`src/rtl/core/opf_pkg.sv`:
```
// ----------------------------------------------------------------------------
// opf_pkg
// Shared types and register codes for the one-pole filter with peak track.
// ----------------------------------------------------------------------------
package opf_pkg;

    localparam int CFG_IDX_W = 2;

    localparam logic [CFG_IDX_W-1:0] CFG_COEF = 2'd0;
    localparam logic [CFG_IDX_W-1:0] CFG_INIT = 2'd1;
    localparam logic [CFG_IDX_W-1:0] CFG_PEAK = 2'd2;

    typedef struct packed {
        logic reload;
        logic peak_en;
    } t_ctl;

endpackage

```
`src/rtl/core/one_pole_filter_with_peak_track_core.sv`:
```
// ----------------------------------------------------------------------------
// one_pole_filter_with_peak_track_core
// One-pole low-pass filter with optional running max/min tracking.
//
//   channel  dir  handshake                 payload
//   in       in   i_in_valid / o_in_stall   i_sample
//   out      out  o_out_valid / i_out_stall o_filtered, o_peak_max, o_peak_min
//   cfg      in   i_cfg_valid / o_cfg_ready i_cfg_index, i_cfg_data
//
// One item per cycle while the output is not stalled; a taken item passes the input register, then opf_update's state.
// The feedback multiply c * y and the add are combinational in opf_update, ahead of its state register.
// Reset clears the state and all registers but the input term register to zero; no clearing pass.
// A config write is taken every cycle; a write to a defined index reloads the state in the cycle after.
// A stalled result holds unless a config reload comes; the input register stalls only when both stages are full.
// ----------------------------------------------------------------------------
module one_pole_filter_with_peak_track_core
    import opf_pkg::*;
#(
    parameter int FRAC_BITS   = 16,
    parameter int SAMPLE_BITS = 24
) (
    input  logic                                    i_clk,
    input  logic                                    i_rst_n,
    input  logic                                    i_in_valid,
    output logic                                    o_in_stall,
    input  logic signed [SAMPLE_BITS-1:0]           i_sample,
    output logic                                    o_out_valid,
    input  logic                                    i_out_stall,
    output logic signed [SAMPLE_BITS+FRAC_BITS-1:0] o_filtered,
    output logic signed [SAMPLE_BITS+FRAC_BITS-1:0] o_peak_max,
    output logic signed [SAMPLE_BITS+FRAC_BITS-1:0] o_peak_min,
    input  logic                                    i_cfg_valid,
    output logic                                    o_cfg_ready,
    input  logic [CFG_IDX_W-1:0]                    i_cfg_index,
    input  logic [SAMPLE_BITS+FRAC_BITS-1:0]        i_cfg_data
);

    localparam int VAL_W = SAMPLE_BITS + FRAC_BITS;

    logic [FRAC_BITS:0]      coef;
    logic signed [VAL_W-1:0] init;
    t_ctl                    ctl;
    logic                    advance;
    logic                    a_valid;
    logic signed [VAL_W:0]   a_term;

    assign o_cfg_ready = 1'b1;

    opf_cfg #(
        .FRAC_BITS (FRAC_BITS),
        .VAL_W     (VAL_W)
    ) u_cfg (
        .i_clk       (i_clk),
        .i_rst_n     (i_rst_n),
        .i_cfg_valid (i_cfg_valid && o_cfg_ready),
        .i_cfg_index (i_cfg_index),
        .i_cfg_data  (i_cfg_data),
        .o_coef      (coef),
        .o_init      (init),
        .o_ctl       (ctl)
    );

    opf_input_stage #(
        .FRAC_BITS   (FRAC_BITS),
        .SAMPLE_BITS (SAMPLE_BITS)
    ) u_input (
        .i_clk     (i_clk),
        .i_rst_n   (i_rst_n),
        .i_valid   (i_in_valid),
        .i_sample  (i_sample),
        .o_stall   (o_in_stall),
        .i_coef    (coef),
        .i_advance (advance),
        .o_valid   (a_valid),
        .o_term    (a_term)
    );

    opf_update #(
        .FRAC_BITS (FRAC_BITS),
        .VAL_W     (VAL_W)
    ) u_update (
        .i_clk       (i_clk),
        .i_rst_n     (i_rst_n),
        .i_valid     (a_valid),
        .i_term      (a_term),
        .i_coef      (coef),
        .i_init      (init),
        .i_ctl       (ctl),
        .i_out_stall (i_out_stall),
        .o_advance   (advance),
        .o_valid     (o_out_valid),
        .o_filtered  (o_filtered),
        .o_peak_max  (o_peak_max),
        .o_peak_min  (o_peak_min)
    );

endmodule

```
`src/rtl/core/opf_cfg.sv`:
```
// ----------------------------------------------------------------------------
// opf_cfg
// Configuration registers; raises a one-cycle reload after each valid write to a defined index.
// ----------------------------------------------------------------------------
module opf_cfg
    import opf_pkg::*;
#(
    parameter int FRAC_BITS = 16,
    parameter int VAL_W     = 40
) (
    input  logic                        i_clk,
    input  logic                        i_rst_n,
    input  logic                        i_cfg_valid,
    input  logic [CFG_IDX_W-1:0]        i_cfg_index,
    input  logic [VAL_W-1:0]            i_cfg_data,
    output logic [FRAC_BITS:0]          o_coef,
    output logic signed [VAL_W-1:0]     o_init,
    output t_ctl                        o_ctl
);

    localparam logic [FRAC_BITS:0] COEF_ONE = (FRAC_BITS+1)'(1) << FRAC_BITS;

    logic [FRAC_BITS:0]      r_coef;
    logic signed [VAL_W-1:0] r_init;
    logic                    r_peak;
    logic                    r_reload;
    logic [FRAC_BITS:0]      n_coef;

    // clamp coefficient above one
    always_comb begin
        n_coef = i_cfg_data[FRAC_BITS:0];
        if (n_coef > COEF_ONE) begin
            n_coef = COEF_ONE;
        end
    end

    always_ff @(posedge i_clk) begin
        if (!i_rst_n) begin
            r_coef   <= '0;
            r_init   <= '0;
            r_peak   <= 1'b0;
            r_reload <= 1'b0;
        end else begin
            r_reload <= 1'b0;
            if (i_cfg_valid) begin
                case (i_cfg_index)
                    CFG_COEF: begin
                        r_coef   <= n_coef;
                        r_reload <= 1'b1;
                    end
                    CFG_INIT: begin
                        r_init   <= signed'(i_cfg_data);
                        r_reload <= 1'b1;
                    end
                    CFG_PEAK: begin
                        r_peak   <= i_cfg_data[0];
                        r_reload <= 1'b1;
                    end
                    default: begin
                        r_reload <= 1'b0;
                    end
                endcase
            end
        end
    end

    assign o_coef        = r_coef;
    assign o_init        = r_init;
    assign o_ctl.reload  = r_reload;
    assign o_ctl.peak_en = r_peak;

endmodule

```
`src/rtl/core/opf_input_stage.sv`:
```
// ----------------------------------------------------------------------------
// opf_input_stage
// Input register: forms the weighted input term (1 - c) * x.
// ----------------------------------------------------------------------------
module opf_input_stage #(
    parameter int FRAC_BITS   = 16,
    parameter int SAMPLE_BITS = 24
) (
    input  logic                                  i_clk,
    input  logic                                  i_rst_n,
    input  logic                                  i_valid,
    input  logic signed [SAMPLE_BITS-1:0]         i_sample,
    output logic                                  o_stall,
    input  logic [FRAC_BITS:0]                    i_coef,
    input  logic                                  i_advance,
    output logic                                  o_valid,
    output logic signed [SAMPLE_BITS+FRAC_BITS:0] o_term
);

    localparam int VAL_W  = SAMPLE_BITS + FRAC_BITS;
    localparam int PROD_W = SAMPLE_BITS + FRAC_BITS + 2;
    localparam logic [FRAC_BITS:0] COEF_ONE = (FRAC_BITS+1)'(1) << FRAC_BITS;

    logic                      r_valid;
    logic signed [VAL_W:0]     r_term;
    logic [FRAC_BITS:0]        in_weight;
    logic signed [FRAC_BITS+1:0] in_weight_s;
    logic signed [PROD_W-1:0]  prod;
    logic                      accept;

    assign in_weight   = COEF_ONE - i_coef;
    assign in_weight_s = signed'({1'b0, in_weight});
    assign prod        = in_weight_s * i_sample;

    assign o_stall = r_valid && !i_advance;
    assign accept  = i_valid && !o_stall;

    always_ff @(posedge i_clk) begin
        if (!i_rst_n) begin
            r_valid <= 1'b0;
        end else if (!r_valid || i_advance) begin
            r_valid <= i_valid;
        end
    end

    always_ff @(posedge i_clk) begin
        if (accept) begin
            r_term <= prod[VAL_W:0];
        end
    end

    assign o_valid = r_valid;
    assign o_term  = r_term;

endmodule

```
`src/rtl/core/opf_update.sv`:
```
// ----------------------------------------------------------------------------
// opf_update
// Recurrence y' = term + floor(c * y), saturation, reload, peak tracking, result item.
// ----------------------------------------------------------------------------
module opf_update
    import opf_pkg::*;
#(
    parameter int FRAC_BITS = 16,
    parameter int VAL_W     = 40
) (
    input  logic                        i_clk,
    input  logic                        i_rst_n,
    input  logic                        i_valid,
    input  logic signed [VAL_W:0]       i_term,
    input  logic [FRAC_BITS:0]          i_coef,
    input  logic signed [VAL_W-1:0]     i_init,
    input  t_ctl                        i_ctl,
    input  logic                        i_out_stall,
    output logic                        o_advance,
    output logic                        o_valid,
    output logic signed [VAL_W-1:0]     o_filtered,
    output logic signed [VAL_W-1:0]     o_peak_max,
    output logic signed [VAL_W-1:0]     o_peak_min
);

    localparam int PROD_W = VAL_W + FRAC_BITS + 2;
    localparam int SUM_W  = VAL_W + FRAC_BITS + 3;

    logic                         r_out_valid;
    logic signed [VAL_W-1:0]      r_y;
    logic signed [VAL_W-1:0]      r_max;
    logic signed [VAL_W-1:0]      r_min;
    logic signed [FRAC_BITS+1:0]  coef_s;
    logic signed [PROD_W-1:0]     prod;
    logic signed [PROD_W-1:0]     fb;
    logic signed [SUM_W-1:0]      sum;
    logic                         ovf;
    logic signed [VAL_W-1:0]      n_y;

    assign coef_s = signed'({1'b0, i_coef});
    assign prod   = coef_s * r_y;
    assign fb     = prod >>> FRAC_BITS;
    assign sum    = SUM_W'(fb) + SUM_W'(i_term);
    assign ovf    = (sum[SUM_W-1:VAL_W-1] != '0) && (sum[SUM_W-1:VAL_W-1] != '1);

    always_comb begin
        n_y = sum[VAL_W-1:0];
        if (ovf) begin
            n_y = {sum[SUM_W-1], {(VAL_W-1){!sum[SUM_W-1]}}};
        end
    end

    assign o_advance = i_valid && (!r_out_valid || !i_out_stall);

    always_ff @(posedge i_clk) begin
        if (!i_rst_n) begin
            r_out_valid <= 1'b0;
        end else if (!r_out_valid || !i_out_stall) begin
            r_out_valid <= i_valid;
        end
    end

    always_ff @(posedge i_clk) begin
        if (!i_rst_n) begin
            r_y   <= '0;
            r_max <= '0;
            r_min <= '0;
        end else if (i_ctl.reload) begin
            r_y   <= i_init;
            r_max <= i_ctl.peak_en ? i_init : '0;
            r_min <= i_ctl.peak_en ? i_init : '0;
        end else if (o_advance) begin
            r_y <= n_y;
            if (i_ctl.peak_en && (n_y > r_max)) begin
                r_max <= n_y;
            end
            if (i_ctl.peak_en && (n_y < r_min)) begin
                r_min <= n_y;
            end
        end
    end

    assign o_valid    = r_out_valid;
    assign o_filtered = r_y;
    assign o_peak_max = r_max;
    assign o_peak_min = r_min;

    a_max_ge_min: assert property (@(posedge i_clk) disable iff (!i_rst_n)
        r_max >= r_min)
        else $error("peak max below peak min");

    a_off_zero: assert property (@(posedge i_clk) disable iff (!i_rst_n)
        i_ctl.reload && !i_ctl.peak_en |=> (r_max == '0) && (r_min == '0))
        else $error("peaks not cleared with tracking off");

    a_peak_bounds: assert property (@(posedge i_clk) disable iff (!i_rst_n)
        o_advance && i_ctl.peak_en && !i_ctl.reload |=> (r_max >= r_y) && (r_min <= r_y))
        else $error("filtered value outside tracked peaks");

    a_hold_state: assert property (@(posedge i_clk) disable iff (!i_rst_n)
        !o_advance && !i_ctl.reload |=> $stable(r_y))
        else $error("filter state moved without an item");

endmodule
```
`config.mk`:
```
export PLATFORM = sky130hd
export DESIGN_NAME = one_pole_filter_with_peak_track_core
export DESIGN_NICKNAME = d
export VERILOG_FILES = /design/src/rtl/core/opf_pkg.sv /design/src/rtl/core/one_pole_filter_with_peak_track_core.sv /design/src/rtl/core/opf_cfg.sv /design/src/rtl/core/opf_input_stage.sv /design/src/rtl/core/opf_update.sv
export SDC_FILE = /design/constraint.sdc
export NUM_CORES = 2
export LEC_CHECK = 0
export BUFFER_PORTS_ARGS = -buffer_cell sky130_fd_sc_hd__buf_4
export CAP_MARGIN = 20
export CORE_ASPECT_RATIO = 1.75
export CORE_MARGIN = 2
export CORE_UTILIZATION = 60
export DETAILED_ROUTE_END_ITERATION = 8
export PLACE_DENSITY = 0.8
export SLEW_MARGIN = 20
export SYNTH_ARGS = -nofsm -noshare
export SYNTH_HDL_FRONTEND = slang
export SYNTH_SLANG_ARGS = --single-unit
```
`constraint.sdc`:
```
create_clock -name i_clk -period 25.5 [get_ports i_clk]
set_input_delay 3.825 -clock i_clk [delete_from_list [all_inputs] [get_ports i_clk]]
set_output_delay 3.825 -clock i_clk [all_outputs]
set_load 0.005 [all_outputs]
```
Word level (Yosys, flattened, before mapping) --
Index checks and enable logic that the tools add are counted.
Storage, ports and cells: output and inout bits 123, input bits 71, logic and storage cells 58, flip-flop bits (word level) 222
Cells by class: mux-type cells 12, eq/ne operators 3, reductions and logical operators 26, multipliers 2, order comparisons 3, $add $sub $neg 2
Operator list (number):
- $mux W40 | 10
- $mul A18 B40 Y58 | 1
- $add A42 B41 Y43 | 1
- $mul A18 B24 Y41 | 1
- $gt A40 B40 Y1 | 1
- $lt A40 B40 Y1 | 1
- $ne A20 B20 Y1 const B | 1
- $reduce_bool A20 Y1 | 1
- $gt A17 B17 Y1 const B | 1
- $mux W17 | 1
- $sub A17 B17 Y17 const A | 1
- $reduce_and A2 Y1 | 6
- $logic_and A1 B1 Y1 | 6
- $logic_not A1 Y1 | 6
- $reduce_bool A2 Y1 | 3
- $reduce_or A3 Y1 | 1
- $eq A2 B1 Y1 const B | 1
- $eq A2 B2 Y1 const B | 1
- $logic_not A2 Y1 | 1
- $logic_or A1 B1 Y1 | 2
- $mux W1 | 1

Depth between registers and ports, before layout --
depth in word-level cells 10, mapped depth 58, gate-level depth less buffers 51

By module --
A second synthesis with hierarchy kept.
Second synthesis, totals: cell total of the unflattened synthesis 5870, area total of the unflattened synthesis 50917.6 µm²
Modules (own cells, without submodules):
- opf_update | instances 1, cells each 3892, area an instance 32751.4 µm²
- opf_input_stage | instances 1, cells each 1748, area an instance 16124.2 µm²
- opf_cfg | instances 1, cells each 228, area an instance 2030.7 µm²
- one_pole_filter_with_peak_track_core | instances 1, cells each 2, area an instance 11.3 µm²

Least setup slack after synthesis --
Ideal clock, no wire load.
kind register -> register, from register u_cfg.r_coef[10], in the netlist u_cfg.o_coef[10], to register u_update.r_max[10], in the netlist u_update.o_peak_max[10], period minus slack after synthesis 12.296 ns, path slack 13.204 ns, stages on the path, launching flop included 56, arrival 12.211 ns, path buffers 8, cells stage by stage dfxtp_1 > clkbuf_1 > buf_1 > nand2_1 > fa_1 > inv_1 > fa_1 > fa_1 > fa_1 > fa_1 > inv_1 > fa_1 > inv_1 > ha_1 > a21o_1 > a21oi_1 > o21bai_1 > a21o_1 > [... 20 more ...] > and2_1 > buf_6 > buf_6 > o21ai_1 > ha_1 > a21o_1 > a21o_1 > a21o_1 > a21o_1 > a21o_1 > a21oi_1 > o221ai_1 > or4b_2 > nand2_1 > nor2_1 > clkbuf_1 > clkbuf_1 > a211oi_1
Between the ends: longest elaborated chain between the ends 9, elaborated cells on any way between the ends 14
RTL lines:
- from (decl) | RTL line opf_cfg.sv:23 | logic [FRAC_BITS:0] r_coef;
- from (signal assigned) | RTL line opf_cfg.sv:48 | r_coef <= n_coef;
- $mul A18 B40 Y58 * | RTL line opf_update.sv:41 | assign prod = coef_s * r_y;
- $add A42 B41 Y43 * | RTL line opf_update.sv:43 | assign sum = SUM_W'(fb) + SUM_W'(i_term);
- $ne A20 B20 Y1 or $reduce_bool A20 Y1 (tied branches) | RTL line opf_update.sv:44 | assign ovf = (sum[SUM_W-1:VAL_W-1] != '0) && (sum[SUM_W-1:VAL_W-1] != '1);
- $logic_and A1 B1 Y1 | RTL line opf_update.sv:44
- $mux W40 * | RTL line opf_update.sv:48 | if (ovf) begin
- $gt A40 B40 Y1 | RTL line opf_update.sv:74 | if (i_ctl.peak_en && (n_y > r_max)) begin
- $logic_and A1 B1 Y1 | RTL line opf_update.sv:74
- $reduce_bool A2 Y1 (no source line)
- $reduce_and A2 Y1 (no source line)
- to (signal assigned) | RTL line opf_update.sv:70 | r_max <= i_ctl.peak_en ? i_init : '0;
- to (signal assigned) | RTL line opf_update.sv:75 | r_max <= n_y;
- to (decl) | RTL line opf_update.sv:31 | logic signed [VAL_W-1:0] r_max;
Every way passes the cells marked *; elsewhere a longest branch is shown, timed or not. The select of a mux whose other input is x is not followed. A chain may end at the register's enable or synchronous reset.

Worst setup path after layout --
from register u_cfg.r_coef[3], in the netlist u_cfg.o_coef[3], to register u_update.r_min[24], in the netlist u_update.o_peak_min[24]
Between the ends: longest elaborated chain between the ends 9, elaborated cells on any way between the ends 14
RTL lines:
- $mul A18 B40 Y58 * | RTL line opf_update.sv:41
- $add A42 B41 Y43 * | RTL line opf_update.sv:43
- $ne A20 B20 Y1 or $reduce_bool A20 Y1 (tied branches) | RTL line opf_update.sv:44
- $logic_and A1 B1 Y1 | RTL line opf_update.sv:44
- $mux W40 * | RTL line opf_update.sv:48
- $lt A40 B40 Y1 | RTL line opf_update.sv:77 | if (i_ctl.peak_en && (n_y < r_min)) begin
- $logic_and A1 B1 Y1 | RTL line opf_update.sv:77
- $reduce_bool A2 Y1 (no source line)
- $reduce_and A2 Y1 (no source line)
- to (signal assigned) | RTL line opf_update.sv:71 | r_min <= i_ctl.peak_en ? i_init : '0;
- to (signal assigned) | RTL line opf_update.sv:78 | r_min <= n_y;
- to (decl) | RTL line opf_update.sv:32 | logic signed [VAL_W-1:0] r_min;
Marks and branches as above.

==> flow_metrics.tcl <==
set metrics [dict create \
    max-vdd-ir-drop_mv 0.153 \
    finish.instance_area_um2 53200 \
    synth_area_leaders "fa_1 41%, inv_1 9.7%, ha_1 8.9%" \
    insertedDiodeCount 0 \
    post-route-min-period_ns 14.60 \
    clk_pin_slew_worst_paths_ns 0.07 \
    fp.dieW_um 223 \
    relSlewSlack_pct 19.8 \
    post_cts_resized 0 \
    slowest_delay_ns 0.75 \
    worst_pin_slew_ns 1.20 \
    grt_pass1_vias 45333 \
    arrival_ns 15.07 \
    synth_area_per_cell_um2 8.66 \
    avgViaCountPerCell 6.02 \
    status "finished clean" \
    post_cts_buffers 0 \
    post-route-period-util_pct 57.3 \
    cts_buffer_depth 3 \
    synth_edf_count 41 \
    synthesis.nets 7254 \
    ff2ff_path_depth 50 \
    ioPinCount 194 \
    fin_skew_ns 0.0318 \
    grt_max_degree 99 \
    setup_tns_ns 0 \
    ys_seq_area_share_pct 9.67 \
    maxCapViolCount 0 \
    numCtsBuffers 24 \
    cts_hold_buf 0 \
    crit_fanout 32 \
    grt-ovfl-total 0 \
    port_buffers 192 \
    min_path_type "reg2reg" \
    end_kind "flip-flop" \
    synthesis.instances 5792 \
    clock-root-buffer "clkbuf_16" \
    ys_types 84 \
    leakagePower_nw 26.6 \
    yosys.area.top_type "fa_1" \
    hold_violations 0 \
    netlist.area_leader.share_pct 41.3 \
    drive_gt1_share_pct 5.97 \
    grt_setup_unrepaired "no" \
    core_area_um2 83000 \
    async_flop_share_pct 0 \
    antenna_found_initial 5 \
    critical_path_class "reg2reg" \
    vias 41315 \
    final_nets 7240 \
    ys_seq_elements 222 \
    syn_area_um2 50200 \
    setup_viol 0 \
    cts.sinks 222 \
    grt.total_usage_pct 37.5 \
    firstDrtPassIters 6 \
    critPathLaunchType "flip-flop" \
    area_growth_pct 6.09 \
    fp.dieArea_um2 86100 \
    post_dp_cell_area_um2 52500 \
    grt_first_pass_wirelength_mm 246 \
    rows 140 \
    die_h_um 387 \
    initial_core_util_pct 60.4 \
    htreeDepth 1 \
    cellPowerDensity_nw_per_um2 100 \
    ant_nets 0 \
    wl_mm 158 \
    wl_per_cell_um 23.1 \
    max_freq_mhz 68.5 \
    crit_slowest_cell "nand2_1" \
    first_iter_violations 3047 \
    insertion_delay_ns 0.56 \
    slew_viol_final 0 \
    drc 0 \
    ys.flop_type "dfxtp_1" \
    required_ns 25.97 \
    hold_depth 2 \
    synth_commonest_cells "1,298 x inv_1, 1,036 x fa_1, 883 x nand2_1" \
    yosysMostFrequentCell "inv_1" \
    routabilityCongestion 1.00 \
    yosysWarnings 0 \
    dpl.hpwl_mm 123 \
    cts_tree "built" \
]
## critical path, delay by kind of cell, from the launching register on
family / cells / cell delay [ns]
fa+ha+maj: 9 / 4.16
flops: 1 / 0.72
mux: 1 / 0.34
simple gates: 9 / 2.20
buf+inv: 5 / 1.19
xor+xnor: 1 / 0.17
compound gates: 25 / 5.70
## where the power goes
part | total, W | leakage [nW] | switching (W) | internal (W)
clock | 0.000354 | 0.379 | 0.000153 | 0.000201
sequential | 0.000636 | 1.89 | 0.0000840 | 0.000552
combinational | 0.00435 | 24.4 | 0.00266 | 0.00169
total | 0.00534 | 26.6 | 0.00289 | 0.00245
## final timing paths
path | startpoint | to | slack (ns)
worst max register to register | u_cfg.o_coef[3] | u_update.o_peak_min[24] | 10.90
worst max-delay path | u_cfg.o_coef[3] | u_update.o_peak_min[24] | 10.90
worst min register to register | u_cfg.o_init[16] | u_cfg.o_init[16] | 0.48
worst min-delay path | u_cfg.o_init[16] | u_cfg.o_init[16] | 0.48
## layout make-up
cell class	instances	area, µm²
Clock buffer	38	749
Clock inverter	3	28.8
Fill cell	6934	29800
Inverter	1300	4880
Multi-Input combinational cell	3975	39500
Sequential cell	222	4870
Tap cell	1065	1330
Timing Repair Buffer	255	1910
## cells by family after synthesis
group                      count (synthesis)  synth area share (%)
and+or+nand+nor                         1758                  16.4
buffers and inverters                   1595                  12.0
other                                      1               0.00747
AOI/OAI and AO/OA                        675                  9.01
DFF                                      222                  9.67
muxes                                     15                 0.302
xor gates and xnor gates                 135                  2.36
adders and majority gates               1391                  50.2
## routing by layer
metal / up-vias / GRT usage [%] / part of all wire (%)
met4: 2 / 35.9 / 12
li1: 17426 / - / -
met1: 20505 / 37.9 / 30
met3: 1077 / 6.08 / 7.9
met5: - / 0 / 0.0082
met2: 2305 / 65.0 / 50
## registers in the layout, summed over array words and instances, names as in the netlist
register / cells
u_input.o_valid: 1
u_update.o_filtered: 40
u_update.o_peak_min: 40
u_update.o_valid: 1
u_cfg.r_peak: 1
u_cfg.r_reload: 1
u_input.o_term: 41
u_cfg.o_init: 40
u_cfg.o_coef: 17
u_update.o_peak_max: 40
## per-stage QoR
stage          util [%]  power (W)  cells  worst slack (ns)  hold WS (ns)
2_1_floorplan         -    0.00358   5792             13.20         0.445
3_3_place_gp       63.2    0.00484   6817             11.65         0.461
3_5_place_dp       63.2    0.00494   6817             11.23         0.470
4_1_cts            64.1    0.00531   6858             11.22         0.474
5_1_grt            64.1    0.00582   6858             10.10         0.473
6_report           64.1    0.00534   6858             10.90         0.479
## cell usage in the layout, fill, tap and decap left out, drive strengths merged, types with 17 or more instances in the layout
cell    synthesis  layout
nand3          34      34
fa           1036    1036
a221o          19      19
nor2          204     204
nand4          31      31
a211oi         84      84
xnor2          89      89
o211ai         17      17
o21a           27      27
edfxtp         41      41
nor3           34      34
a21oi         205     205
a21o           90      90
ha            355     355
buf            34     255
clkbuf        261      38
xor2           46      46
and2          452     452
o21ai         101     101
inv          1300    1300
nand2         883     883
nor2b          39      39
a31oi          18      18
a22oi          17      17
and3           19      19
a211o          19      19
dfxtp         181     181
Power figures use the tool's default switching activity.
